## config.mk

```make
export PLATFORM = sky130hd
export DESIGN_NAME = tlpt_front
export DESIGN_NICKNAME = d
export VERILOG_FILES = /design/src/design/tlpt_pkg.sv /design/src/design/tlpt_front.sv
export SDC_FILE = /design/constraint.sdc
export NUM_CORES = 1
export LEC_CHECK = 0
export BUFFER_PORTS_ARGS = -buffer_cell sky130_fd_sc_hd__buf_2
export CORE_AREA = 2 2 86 88
export DETAILED_ROUTE_END_ITERATION = 16
export DIE_AREA = 0 0 88 90
export HOLD_SLACK_MARGIN = 0.03
export PLACE_DENSITY = 0.89
export SLEW_MARGIN = 15
export SYNTH_ARGS = -nofsm -noshare
export SYNTH_HDL_FRONTEND = slang
export SYNTH_SLANG_ARGS = --single-unit
```

## constraint.sdc

```tcl
create_clock -name aclk -period 6.6 [get_ports aclk]
set_input_delay 1.32 -clock aclk [delete_from_list [all_inputs] [get_ports aclk]]
set_output_delay 1.32 -clock aclk [all_outputs]
set_load 0.01 [all_outputs]
```

## src/design/tlpt_pkg.sv

```systemverilog
// shared types, constants and address helpers for the two-level page table manager
package tlpt_pkg;

    // geometry of the two-level table
    localparam int DIR_BITS    = 4;
    localparam int TABLE_BITS  = 8;
    localparam int PTE_BITS    = DIR_BITS + TABLE_BITS;
    localparam int PAGE_SHIFT  = 12;
    localparam int DIR_DEPTH   = 1 << DIR_BITS;
    localparam int TABLE_DEPTH = 1 << TABLE_BITS;
    localparam int PTE_DEPTH   = 1 << PTE_BITS;

    // entry layout
    localparam logic [31:0] FRAME_MASK    = 32'hFFFF_F000;
    localparam logic [31:0] FLAG_PRESENT  = 32'h0000_0001;
    localparam logic [31:0] FLAG_WRITABLE = 32'h0000_0002;

    // operation codes
    localparam logic [1:0] CMD_MAP   = 2'd0;
    localparam logic [1:0] CMD_UNMAP = 2'd1;
    localparam logic [1:0] CMD_XLATE = 2'd2;

    // decoupling queue between front and back (depth is a power of two)
    localparam int QUEUE_DEPTH    = 2;
    localparam int QUEUE_PTR_BITS = $clog2(QUEUE_DEPTH);
    localparam int QUEUE_CNT_BITS = $clog2(QUEUE_DEPTH + 1);

    // input word
    typedef struct packed {
        logic [1:0]  cmd;
        logic [23:0] virt_addr;
        logic [31:0] phys_addr;
        logic [11:0] attr_flags;
        logic [31:0] new_table_frame;
        logic [31:0] new_page_frame;
    } in_item_t;

    // result word
    typedef struct packed {
        logic        ok;
        logic [31:0] frame_out;
        logic        table_frame_used;
        logic        page_frame_used;
    } out_item_t;

    // decoded operation handed from front to back
    typedef struct packed {
        logic [1:0]            cmd;
        logic [DIR_BITS-1:0]   dir_idx;
        logic [TABLE_BITS-1:0] tbl_idx;
        logic [31:0]           map_entry;
        logic                  page_used;
        logic [31:0]           table_entry;
    } op_t;

    // directory index of a virtual address
    function automatic logic [DIR_BITS-1:0] dir_of(input logic [23:0] va);
        logic [31:0] ext;
        ext = 32'(va);
        return ext[PAGE_SHIFT+TABLE_BITS +: DIR_BITS];
    endfunction

    // table index of a virtual address
    function automatic logic [TABLE_BITS-1:0] tbl_of(input logic [23:0] va);
        logic [31:0] ext;
        ext = 32'(va);
        return ext[PAGE_SHIFT +: TABLE_BITS];
    endfunction

endpackage

```

## src/design/tlpt_front.sv

```systemverilog
// front end: accepts request words and decodes them into operations
module tlpt_front (
    input  logic              aclk,
    input  logic              aresetn,
    input  logic              s_valid,
    output logic              s_ready,
    input  tlpt_pkg::in_item_t s_data,
    output logic              op_valid,
    input  logic              op_ready,
    output tlpt_pkg::op_t     op_data
);
    import tlpt_pkg::*;

    logic fr_valid_reg, fr_valid_next;
    op_t  fr_op_reg;
    op_t  dec_op;
    logic accept;
    logic [31:0] page_frame;

    // decode fields and build the candidate entries
    always_comb begin
        page_frame         = (s_data.phys_addr == 32'd0) ? s_data.new_page_frame
                                                         : s_data.phys_addr;
        dec_op.cmd         = s_data.cmd;
        dec_op.dir_idx     = dir_of(s_data.virt_addr);
        dec_op.tbl_idx     = tbl_of(s_data.virt_addr);
        dec_op.map_entry   = (page_frame & FRAME_MASK) | FLAG_PRESENT
                             | 32'(s_data.attr_flags);
        dec_op.page_used   = (s_data.phys_addr == 32'd0);
        dec_op.table_entry = (s_data.new_table_frame & FRAME_MASK)
                             | FLAG_PRESENT | FLAG_WRITABLE;
    end

    // one-deep holding stage
    assign s_ready  = !fr_valid_reg || op_ready;
    assign accept   = s_valid && s_ready;
    assign op_valid = fr_valid_reg;
    assign op_data  = fr_op_reg;

    always_comb begin
        if (accept) begin
            fr_valid_next = 1'b1;
        end else if (op_ready) begin
            fr_valid_next = 1'b0;
        end else begin
            fr_valid_next = fr_valid_reg;
        end
    end

    always_ff @(posedge aclk) begin
        if (!aresetn) begin
            fr_valid_reg <= 1'b0;
        end else begin
            fr_valid_reg <= fr_valid_next;
        end
    end

    // operation payload
    always_ff @(posedge aclk) begin
        if (accept) begin
            fr_op_reg <= dec_op;
        end
    end

endmodule

```

Yosys cells after proc, flatten, opt, wreduce, memory -nomap -nowiden
Cells that the tools add are included.
{ "op_classes": {"n_reduce_logical": 5, "n_eq_ne": 0, "order_cmp": 0, "add_sub_neg": 0, "div": 0, "bitwise_logic": 1, "n_shift": 0, "mux": 3, "mul": 0} }
{ "ops": {"columns": ["op", "n"], "rows": [
  ["32-bit logical NOT", 1],
  ["32-bit two-way mux", 1],
  ["32-bit by 12-bit bitwise OR with 32-bit output", 1],
  ["1-bit two-way mux", 2],
  ["2-bit nonzero test", 1],
  ["1-bit logical AND", 1],
  ["1-bit logical NOT", 1],
  ["1-bit logical OR", 1]
]} }
{ "word_totals": {"reg_bits": 68, "wordCells": 16, "out_inout_bits": 81, "memories": 0, "latchBits": 0, "romBits": 0, "mem_bits_rw": 0} }

Longest topological paths before layout
{ "depth": {"word_depth": 4, "mapped_depth": 4} }

Worst setup path before layout
Ideal clock, no wire load.
{ "synth_timing": {"path_type": "input to register", "startpoint": "in op_ready", "endpoint": "reg fr_op_reg (netlist bit op_data[12]), enable pin", "slack_ns": 3.090, "setup_ns": 0.431, "arrival_ns": 3.079, "path_buffers": 0, "cell_stages": 2, "required_ns": 6.169, "cell_sequence": "nand2b_1 -> and2_1"} }
{ "synth_between": {"elab_chain_cells": 2} }
{ "synth_lines": {"columns": ["element", "line", "source"], "rows": [
  ["start, declared", "tlpt_front.sv:9", "input logic op_ready,"],
  ["1-bit logical OR", "tlpt_front.sv:35", "assign s_ready = !fr_valid_reg || op_ready;"],
  ["1-bit logical AND", "tlpt_front.sv:36", "assign accept = s_valid && s_ready;"],
  ["named net accept", "tlpt_front.sv:17", "logic accept;"],
  ["end signal, assigned", "tlpt_front.sv:61", "fr_op_reg <= dec_op;"],
  ["end, declared", "tlpt_front.sv:15", "op_t fr_op_reg;"]
]} }
The timed path passes the listed nets, and every way through them passes these cells.
A chain may end at the register's enable or synchronous reset.

Worst setup path after layout
{ "layout_timing": {"startpoint": "in op_ready", "endpoint": "out s_ready"} }
{ "layout_between": {"elab_chain_cells": 1} }
{ "layout_lines": {"columns": ["element", "line", "source"], "rows": [
  ["1-bit logical OR", "tlpt_front.sv:35", null],
  ["end, declared", "tlpt_front.sv:6", "output logic s_ready,"]
]} }
Every way passes these cells.

==> out/metrics.cfg <==
[cts]
cts_resized = 0
cts_buffers = 9
cts_tree = yes
hold_buffers = 0
h-tree-depth = 3
cts.sinks = 67
cts_setup_buffers = 0
clk_path_buf_depth = 2
clock_latency_ns = 0.33
ctsRootBufferMaster = clkbuf_8
path_clk_slew_ns = 0.07

[hold_path]
hp-class = reg2reg

[yosys]
yosys_warnings = 0
synthesis.area_um2 = 2630
synth_cells = 161
ys_seq_area_share_pct = 76.1
ys_types = 16
ys_seq_elements = 67
synth_area_per_cell_um2 = 16.3

[critical_path]
cp.arrival_ns = 1.72
crit_end = s_ready
worstRegToRegCells = 3
cp-start-kind = input pin
startpoint = op_ready
worst-setup-path-type = in2out
cp_max_fo = 3
worstPathRequired_ns = 5.28
cp-end-kind = primary output
regToRegEndpoint = op_data[19]$_DFFE_PP_
timing.rr.start = op_valid$_SDFFE_PN0P_
rrSetupSlack_ns = 4.72

[route]
vias = 1871
wl_um = 5790
dr.pass1.iters = 4
drtAntennaViolNets = 0
wl_per_cell_um = 13.1
viasPerCell = 4.24
drtIter0Drc = 41
drc_errors = 0

[finish]
final_cell_mix = buf_2 (168), edfxtp_1 (66), inv_1 (41), o31ai_2 (19), conb_1 (13)
antennaDiodeCount = 0
syn2layout_area_growth_pct = 41.6
utilization_pct = 53.1
drive_gt1_share_pct = 60.5
layout.nets = 475
mostFrequentLayoutCell = buf_2

[die]
io_pins = 219
core_area_um2 = 7020
die-area_um2 = 7920
die_w_um = 88
row_count = 31
die_h_um = 90
initial_core_util_pct = 37.5

[timing]
finalCriticalPeriod_ns = 3.04
rsz0062_at_grt = no
worst_slew_pin_slew_ns = 0.617
fmax_ghz = 0.329
post-route-period-util_pct = 46.1
slew_headroom_pct = 58.9
final-setup-viol-count = 0
hold_violations = 0
finalSetupTns_ns = 0
slew_violations = 0
final.setup_skew_ns = 0.00706

[global_routing]
grtUsageTotal_pct = 14.8
grtUsageMet3_pct = 3.86
gr-total-overflow = 0
grt_pass1_vias = 1918
grt_max_degree = 41
grt_pass1_wl_um = 8830
antenna_found_initial = 0
grt_use_met2_pct = 26.8
use_met1_pct = 15.2
top_usage_layer = met2

[power_and_ir_drop]
p_per_area_nw_per_um2 = 247
ir_drop_mv = 0.0734
leakagePower_nw = 1.73

[run_status]
status = finished clean

[placed_design]
gp_congestion = 0.762
portBuffers = 168
dpl.hpwl_um = 4630

[flow_run]
drv_cap = 0

## worst min path at each step
stage,from,end,slack [ns],depth (start not counted)
2_1_floorplan,op_valid$_SDFFE_PN0P_,op_valid$_SDFFE_PN0P_,0.61,2
3_3_place_gp,op_valid$_SDFFE_PN0P_,op_valid$_SDFFE_PN0P_,0.50,2
3_5_place_dp,op_valid$_SDFFE_PN0P_,op_valid$_SDFFE_PN0P_,0.53,2
4_1_cts,op_valid$_SDFFE_PN0P_,op_valid$_SDFFE_PN0P_,0.54,2
5_1_grt,op_valid$_SDFFE_PN0P_,op_valid$_SDFFE_PN0P_,0.58,2
6_report,op_valid$_SDFFE_PN0P_,op_valid$_SDFFE_PN0P_,0.54,2
## cells in the mapped netlist
cell / number / area [um2]
nand4_1: 2 / 12.5
conb_1: 2 / 7.51
nor4_2: 1 / 12.5
buf_2: 2 / 10.0
o31ai_2: 19 / 238
a21boi_0: 1 / 7.51
o31ai_1: 1 / 7.51
nor2_1: 1 / 3.75
dfxtp_1: 1 / 20.0
nand2b_1: 1 / 6.26
buf_4: 13 / 97.6
inv_1: 41 / 154
nor4_1: 7 / 43.8
edfxtp_1: 66 / 1980
buf_6: 2 / 22.5
and2_1: 1 / 6.26
## through the flow
stage / total power [W] / hold slack, ns / instance area, um2 / instances / setup slack, ns
final: 0.000920 / 0.538 / 3720 / 441 / 3.56
after global routing: 0.000960 / 0.583 / 3720 / 441 / 3.53
after CTS: 0.000933 / 0.539 / 3720 / 441 / 3.56
after detailed placement: 0.000609 / 0.527 / 3530 / 425 / 3.56
after global placement: 0.000605 / 0.499 / 3530 / 425 / 3.58
after floorplan: 0.000556 / 0.610 / 2670 / 172 / 3.09
## routing by layer
metal  vias up  share of wire, %
met5         -                 0
met1       858                35
met4         0               1.8
met2       108                53
li1        895                 -
met3        10                10
## final cells by class
class                      instances  area [um2]
multi-input combinational         47         388
clock inverter                     6        66.3
fill                             618        3300
inverter                          41         154
timing repair buffer             171         863
clock buffer                      10         128
tap                               99         124
sequential                        67        2000
## sequential cells by signal, summed over array words and instances (netlist names)
register and cells:
op_valid 1, op_data 66
## power by group
group          switching (W)  leakage (nW)  internal [W]
Sequential        0.00000553         0.647      0.000497
Combinational      0.0000523         0.991     0.0000430
Clock               0.000149        0.0885      0.000174
## cell families after synthesis
| family | synth area share (%) |
|---|---|
| AO/OA/AOI/OAI | 9.61 |
| other | 0.285 |
| flip-flops | 76.1 |
| AND/OR/NAND/NOR | 3.23 |
| buffers and inverters | 10.8 |
## critical path, cell delays in order
cell and delay [ns]:
buf_2 0.09, nand2b_1 0.16, buf_2 0.15
Note: power is estimated with default switching activity, not from simulation.
