`config.mk`:
```
export PLATFORM = sky130hd
export DESIGN_NAME = tlpt_queue
export DESIGN_NICKNAME = d
export VERILOG_FILES = /design/src/design/tlpt_pkg.sv /design/src/design/tlpt_queue.sv
export SDC_FILE = /design/constraint.sdc
export NUM_CORES = 1
export LEC_CHECK = 0
export CAP_MARGIN = 5
export CORE_MARGIN = 2
export CORE_UTILIZATION = 50
export CTS_CLUSTER_DIAMETER = 150
export DETAILED_ROUTE_END_ITERATION = 7
export DONT_BUFFER_PORTS = 1
export SYNTH_ARGS = -nofsm -noshare
export SYNTH_HDL_FRONTEND = slang
export SYNTH_SLANG_ARGS = --single-unit
```
`constraint.sdc`:
```
create_clock -name aclk -period 4.1 [get_ports aclk]
set_input_delay 0.205 -clock aclk [delete_from_list [all_inputs] [get_ports aclk]]
set_output_delay 0.205 -clock aclk [all_outputs]
set_load 0.01 [all_outputs]
```
`src/design/tlpt_pkg.sv`:
```
// shared types, constants and address helpers for the two-level page table manager
package tlpt_pkg;

    // geometry of the two-level table
    localparam int DIR_BITS    = 4;
    localparam int TABLE_BITS  = 8;
    localparam int PTE_BITS    = DIR_BITS + TABLE_BITS;
    localparam int PAGE_SHIFT  = 12;
    localparam int DIR_DEPTH   = 1 << DIR_BITS;
    localparam int TABLE_DEPTH = 1 << TABLE_BITS;
    localparam int PTE_DEPTH   = 1 << PTE_BITS;

    // entry layout
    localparam logic [31:0] FRAME_MASK    = 32'hFFFF_F000;
    localparam logic [31:0] FLAG_PRESENT  = 32'h0000_0001;
    localparam logic [31:0] FLAG_WRITABLE = 32'h0000_0002;

    // operation codes
    localparam logic [1:0] CMD_MAP   = 2'd0;
    localparam logic [1:0] CMD_UNMAP = 2'd1;
    localparam logic [1:0] CMD_XLATE = 2'd2;

    // decoupling queue between front and back (depth is a power of two)
    localparam int QUEUE_DEPTH    = 2;
    localparam int QUEUE_PTR_BITS = $clog2(QUEUE_DEPTH);
    localparam int QUEUE_CNT_BITS = $clog2(QUEUE_DEPTH + 1);

    // input word
    typedef struct packed {
        logic [1:0]  cmd;
        logic [23:0] virt_addr;
        logic [31:0] phys_addr;
        logic [11:0] attr_flags;
        logic [31:0] new_table_frame;
        logic [31:0] new_page_frame;
    } in_item_t;

    // result word
    typedef struct packed {
        logic        ok;
        logic [31:0] frame_out;
        logic        table_frame_used;
        logic        page_frame_used;
    } out_item_t;

    // decoded operation handed from front to back
    typedef struct packed {
        logic [1:0]            cmd;
        logic [DIR_BITS-1:0]   dir_idx;
        logic [TABLE_BITS-1:0] tbl_idx;
        logic [31:0]           map_entry;
        logic                  page_used;
        logic [31:0]           table_entry;
    } op_t;

    // directory index of a virtual address
    function automatic logic [DIR_BITS-1:0] dir_of(input logic [23:0] va);
        logic [31:0] ext;
        ext = 32'(va);
        return ext[PAGE_SHIFT+TABLE_BITS +: DIR_BITS];
    endfunction

    // table index of a virtual address
    function automatic logic [TABLE_BITS-1:0] tbl_of(input logic [23:0] va);
        logic [31:0] ext;
        ext = 32'(va);
        return ext[PAGE_SHIFT +: TABLE_BITS];
    endfunction

endpackage

```
`src/design/tlpt_queue.sv`:
```
// small fifo of decoded operations between front and back
module tlpt_queue (
    input  logic          aclk,
    input  logic          aresetn,
    input  logic          in_valid,
    output logic          in_ready,
    input  tlpt_pkg::op_t in_data,
    output logic          out_valid,
    input  logic          out_pop,
    output tlpt_pkg::op_t out_data
);
    import tlpt_pkg::*;

    op_t                       slot_reg [QUEUE_DEPTH];
    logic [QUEUE_PTR_BITS-1:0] wr_ptr_reg, wr_ptr_next;
    logic [QUEUE_PTR_BITS-1:0] rd_ptr_reg, rd_ptr_next;
    logic [QUEUE_CNT_BITS-1:0] count_reg, count_next;
    logic                      push;

    assign in_ready  = (count_reg != QUEUE_CNT_BITS'(QUEUE_DEPTH));
    assign out_valid = (count_reg != '0);
    assign out_data  = slot_reg[rd_ptr_reg];
    assign push      = in_valid && in_ready;

    // pointer and fill bookkeeping
    always_comb begin
        wr_ptr_next = push ? wr_ptr_reg + 1'b1 : wr_ptr_reg;
        rd_ptr_next = out_pop ? rd_ptr_reg + 1'b1 : rd_ptr_reg;
        count_next  = count_reg;
        if (push && !out_pop) begin
            count_next = count_reg + 1'b1;
        end else if (!push && out_pop) begin
            count_next = count_reg - 1'b1;
        end
    end

    always_ff @(posedge aclk) begin
        if (!aresetn) begin
            wr_ptr_reg <= '0;
            rd_ptr_reg <= '0;
            count_reg  <= '0;
        end else begin
            wr_ptr_reg <= wr_ptr_next;
            rd_ptr_reg <= rd_ptr_next;
            count_reg  <= count_next;
        end
    end

    // storage
    always_ff @(posedge aclk) begin
        if (push) begin
            slot_reg[wr_ptr_reg] <= in_data;
        end
    end

`ifndef SYNTH
    a_no_pop_empty: assert property (@(posedge aclk) disable iff (!aresetn)
        out_pop |-> count_reg != '0)
        else $error("queue popped while empty");
    a_count_step: assert property (@(posedge aclk) disable iff (!aresetn)
        (push && !out_pop) |=> count_reg == $past(count_reg) + 1'b1)
        else $error("queue count did not follow a push");
    a_full_blocks: assert property (@(posedge aclk) disable iff (!aresetn)
        (count_reg == QUEUE_CNT_BITS'(QUEUE_DEPTH)) |-> !push)
        else $error("queue written while full");
`endif

endmodule

```
==> Yosys cells after proc, flatten, opt, wreduce, memory -nomap -nowiden <==
Memories as Yosys holds them, arrays and structs flattened. A register that Yosys moved wholly into a read port is not among the register bits.
Cells that the tools add are included.
Widths: inputs -> output; s select.
{ "totals": {"register_bits": 4, "mem_bits_rw": 158, "word_cells": 22, "n_memories": 1} }
{ "op_classes": {"n_addsub": 4, "eq_ne": 1, "muxes": 6, "n_reduce_logical": 7} }
{ "mem_list": {"columns": ["name", "words", "width", "rd", "rd_clocked_by_memory_dff", "write_ports", "line", "source"], "rows": [
  ["slot_reg", 2, 79, 1, 1, 1, "tlpt_queue.sv:14", "op_t slot_reg [QUEUE_DEPTH];"]
]} }
{ "ops": {"columns": ["operator", "count"], "rows": [
  ["$mux 1", 4],
  ["$mux 2", 2],
  ["$reduce_bool 2->1", 2],
  ["$logic_and 1x1->1", 3],
  ["$add 1x1->1 const B", 2],
  ["$add 2x1->2 const B", 1],
  ["$logic_not 1->1", 2],
  ["$ne 2x2->1 const B", 1],
  ["$sub 2x1->2 const B", 1]
]} }

==> Longest topological paths before layout <==
{ "logic_depth": {"ltp_word": 6, "ltp_mapped": 6, "mapped_depth_nobuf": 6} }

==> Least setup slack after synthesis <==
No wires, ideal clock.
{ "synth_timing": {"path_kind": "register to register", "from": "reg count_reg[0]", "to": "mem slot_reg[1][0] (netlist name) (enable)", "arrival_ns": 2.440, "setup_slack_ns": 1.213, "stages_incl_launch_ff": 3, "path_buffers": 0, "synth_period_minus_slack_ns": 2.887, "path_cell_list": "dfxtp_1 nand2b_4 and3_1"} }
{ "synth_via": {"elab_chain_len": 4} }
{ "synth_lines": {"columns": ["element", "line", "source"], "rows": [
  ["from (decl)", "tlpt_queue.sv:17", "logic [QUEUE_CNT_BITS-1:0] count_reg, count_next;"],
  ["from (signal assigned)", "tlpt_queue.sv:45", "count_reg <= count_next;"],
  ["$ne 2x2->1", "tlpt_queue.sv:20", "assign in_ready = (count_reg != QUEUE_CNT_BITS'(QUEUE_DEPTH));"],
  ["via in_ready", "tlpt_queue.sv:6", "output logic in_ready,"],
  ["$logic_and 1x1->1", "tlpt_queue.sv:23", "assign push = in_valid && in_ready;"],
  ["$mux 1", "tlpt_queue.sv:51", "if (push) begin"],
  ["$mux 1 (not written as such)", "tlpt_queue.sv:52", "slot_reg[wr_ptr_reg] <= in_data;"],
  ["to (decl)", "tlpt_queue.sv:14", null]
]} }
The timed path passes the listed nets, and every way through them passes these cells.

==> flow_summary.json <==
{
  "die_h_um": 113,
  "clkLatencyLatePin_ps": 410,
  "routed_wl_um": 10300,
  "nFillCells": 815,
  "antenna_cells": 0,
  "crit_type": "reg -> out",
  "placed_area_um2": 6120,
  "wl_per_cell_um": 19.7,
  "viasPerCell": 5.22,
  "drtAntennaViolNets": 0,
  "slowest_stage": "dfxtp_4",
  "grt_overflow": 0,
  "synth_nets": 354,
  "min_period_ps": 2390,
  "dieArea_um2": 12800,
  "grt_usage": 0.166,
  "netlist.area_leader.share": 0.794,
  "clk_pin_slew_worst_paths_ps": 60,
  "cp.buffers_inverters": 1,
  "slew_headroom": 0.258,
  "row_count": 39,
  "slowest_delay_ps": 930,
  "use_met2": 0.277,
  "chipWidth_um": 113,
  "rsz0062_at_grt": "false",
  "cts_buffers": 17,
  "cts_tree": "done",
  "drv_cap": 0,
  "ys_top_cells_by_area": "edfxtp_1, mux2_2, mux2_4",
  "worst_hold_slack_ps": 34.8,
  "htreeDepth": 4,
  "clock.fmax_mhz": 418,
  "netlist_area_um2": 5980,
  "hold_violations": 0,
  "nNetsFinal": 449,
  "place_hpwl_um": 6090,
  "largest_register_ff_count": 158,
  "crit_end": "out_data[40]",
  "portBuffers": 0,
  "design_area_um2": 7430,
  "p_per_area_nw_per_um2": 518,
  "syn_area_per_cell_um2": 22.1,
  "post-route-period-util": 0.583,
  "grt_start_max_net_pins": 80,
  "yosysTopAreaCell": "edfxtp_1",
  "grt_antenna_before_repair": 0,
  "initial_core_util": 0.517,
  "drc": 0,
  "core_um2": 11600,
  "use_met3": 0.0755,
  "arrival_ps": 2190,
  "path_max_fanout": 65,
  "crit_cells": 2,
  "skew_ps": 5.41,
  "ys_ff_latch": 163,
  "routabilityCongestion": 0.695,
  "worst_setup_path_start_kind": "register",
  "crit_required_ps": 3890,
  "fin_tns_setup_ps": 0,
  "cts_setup_buffers": 0,
  "busiest_layer": "met2",
  "cts-root-buf": "clkbuf_16",
  "final_core_util": 0.643,
  "reg2reg_from": "count_reg[0]$_SDFFE_PN0P_",
  "cts.sinks": 163,
  "synth_seq_area_share": 0.811,
  "synth_cell_types": 20,
  "worstPathCellList": "buf_4, mux2_2",
  "cts_max_path_buffers": 2,
  "ir_worst_vdd_mv": 0.304,
  "worst_slack_ps": 1710,
  "reg2reg_slack_ps": 2070,
  "ys_warn_count": 0,
  "end_kind": "primary output",
  "areaGrowthSynthToFinish_pct": 24.3,
  "ios": 164,
  "setup_violations": 0,
  "hold_class": "in -> reg",
  "worstMarginPinSlew_ps": 1110,
  "outcome": "finished, final reports clean",
  "worst_r2r_path_depth": 4,
  "slew_viol_final": 0,
  "num_vias": 2721,
  "grt_pass1_vias": 2983,
  "cts_resized": 0,
  "grt_pass1_wl_um": 15800,
  "synthCells": 270,
  "p_leak_nw": 2.52,
  "drt_iter0_markers": 146,
  "first_pass_iters": 4,
  "pre_cts_ws_ps": 2020,
  "worstReg2RegEnd": "slot_reg[0][58]$_DFFE_PP_",
  "cp_top_family": "flip-flops",
  "drive_gt1_frac": 0.288,
  "grtUsageMet1": 0.182
}
-- synthesized netlist by cell type, drive strengths merged --
master / count
nand3b: 1
or3: 1
or2: 1
o21ai: 1
xnor2: 1
and3: 1
ha: 1
nand2b: 1
xor2: 2
mux2: 79
inv: 2
dfxtp: 5
and2: 4
a21bo: 1
edfxtp: 158
buf: 9
a21boi: 2
-- stage by stage --
step / total power, mW / instances
after global routing: 3.99 / 521
after global placement: 2.49 / 407
final: 3.85 / 521
after detailed placement: 2.50 / 407
after CTS: 3.89 / 521
after floorplan: 2.42 / 270
-- routing by layer --
metal	vias up	share of wire
li1	1255	-
met1	1340	0.39
met2	106	0.51
met3	20	0.087
met4	0	0.018
met5	-	0
-- layout by cell type (no fill, tap or decap) --
| cell | count |
|---|---|
| buf_4 | 3 |
| dlygate4sd3_1 | 82 |
| and2_1 | 4 |
| mux2_2 | 69 |
| o21ai_0 | 1 |
| nand3b_1 | 1 |
| xor2_1 | 2 |
| ha_1 | 1 |
| xnor2_1 | 1 |
| a21boi_1 | 1 |
| clkbuf_1 | 5 |
| a21boi_0 | 1 |
| dfxtp_1 | 4 |
| clkbuf_16 | 17 |
| edfxtp_1 | 158 |
| and3_4 | 1 |
| mux2_4 | 10 |
| a21bo_2 | 1 |
| clkinv_1 | 6 |
| clkinv_2 | 5 |
| inv_1 | 1 |
| nand2b_4 | 1 |
| or2_2 | 1 |
| or3_1 | 1 |
| dfxtp_4 | 1 |
-- kinds of logic (layout without fill, tap and decap cells) --
family / Yosys count / count (layout) / share of synthesized area
XOR/XNOR: 3 / 3 / 0.00440
AND/OR/NAND/NOR: 9 / 9 / 0.0109
adder cells (fa/ha/maj): 1 / 1 / 0.00209
AO/OA/AOI/OAI: 4 / 4 / 0.00502
flip-flops: 163 / 163 / 0.811
buffers and inverters: 11 / 119 / 0.0119
multiplexers: 79 / 79 / 0.155
-- layout make-up --
cell class | instances | area, um2 | share of cell area
flip-flops and latches | 163 | 4850 | 0.652
multi-input cells | 96 | 1070 | 0.143
repair buffers | 85 | 843 | 0.113
clock buffers | 22 | 444 | 0.0598
well taps | 143 | 179 | 0.0241
clock inverters | 10 | 42.5 | 0.00572
inverters | 2 | 8.76 | 0.00118
-- power by group --
part / total, mW / internal, mW / switching, mW / leakage (nW)
Sequential: 2.09 / 2.02 / 0.0632 / 1.52
Clock: 1.31 / 0.754 / 0.557 / 0.240
Combinational: 0.451 / 0.201 / 0.249 / 0.761
-- worst min-delay path by stage --
stage | slack [ps] | to | startpoint | cells after the start
floorplan | 300 | slot_reg[0][0]$_DFFE_PP_ | in_data[0] | 0
detailed placement | 300 | slot_reg[0][47]$_DFFE_PP_ | in_data[47] | 0
CTS | 5 | rd_ptr_reg$_SDFFE_PN0P_ | out_pop | 2
global placement | 300 | slot_reg[0][22]$_DFFE_PP_ | in_data[22] | 0
finish | 30 | wr_ptr_reg$_SDFFE_PN0N_ | in_valid | 2
global route | 40 | wr_ptr_reg$_SDFFE_PN0N_ | in_valid | 2
-- repair_timing --
action,4_1_cts,5_1_grt
endpoints found under the setup margin,0,0
hold endpoints to repair,163,0
hold buffers,82,0
Note: power is estimated with default switching activity, not from simulation.
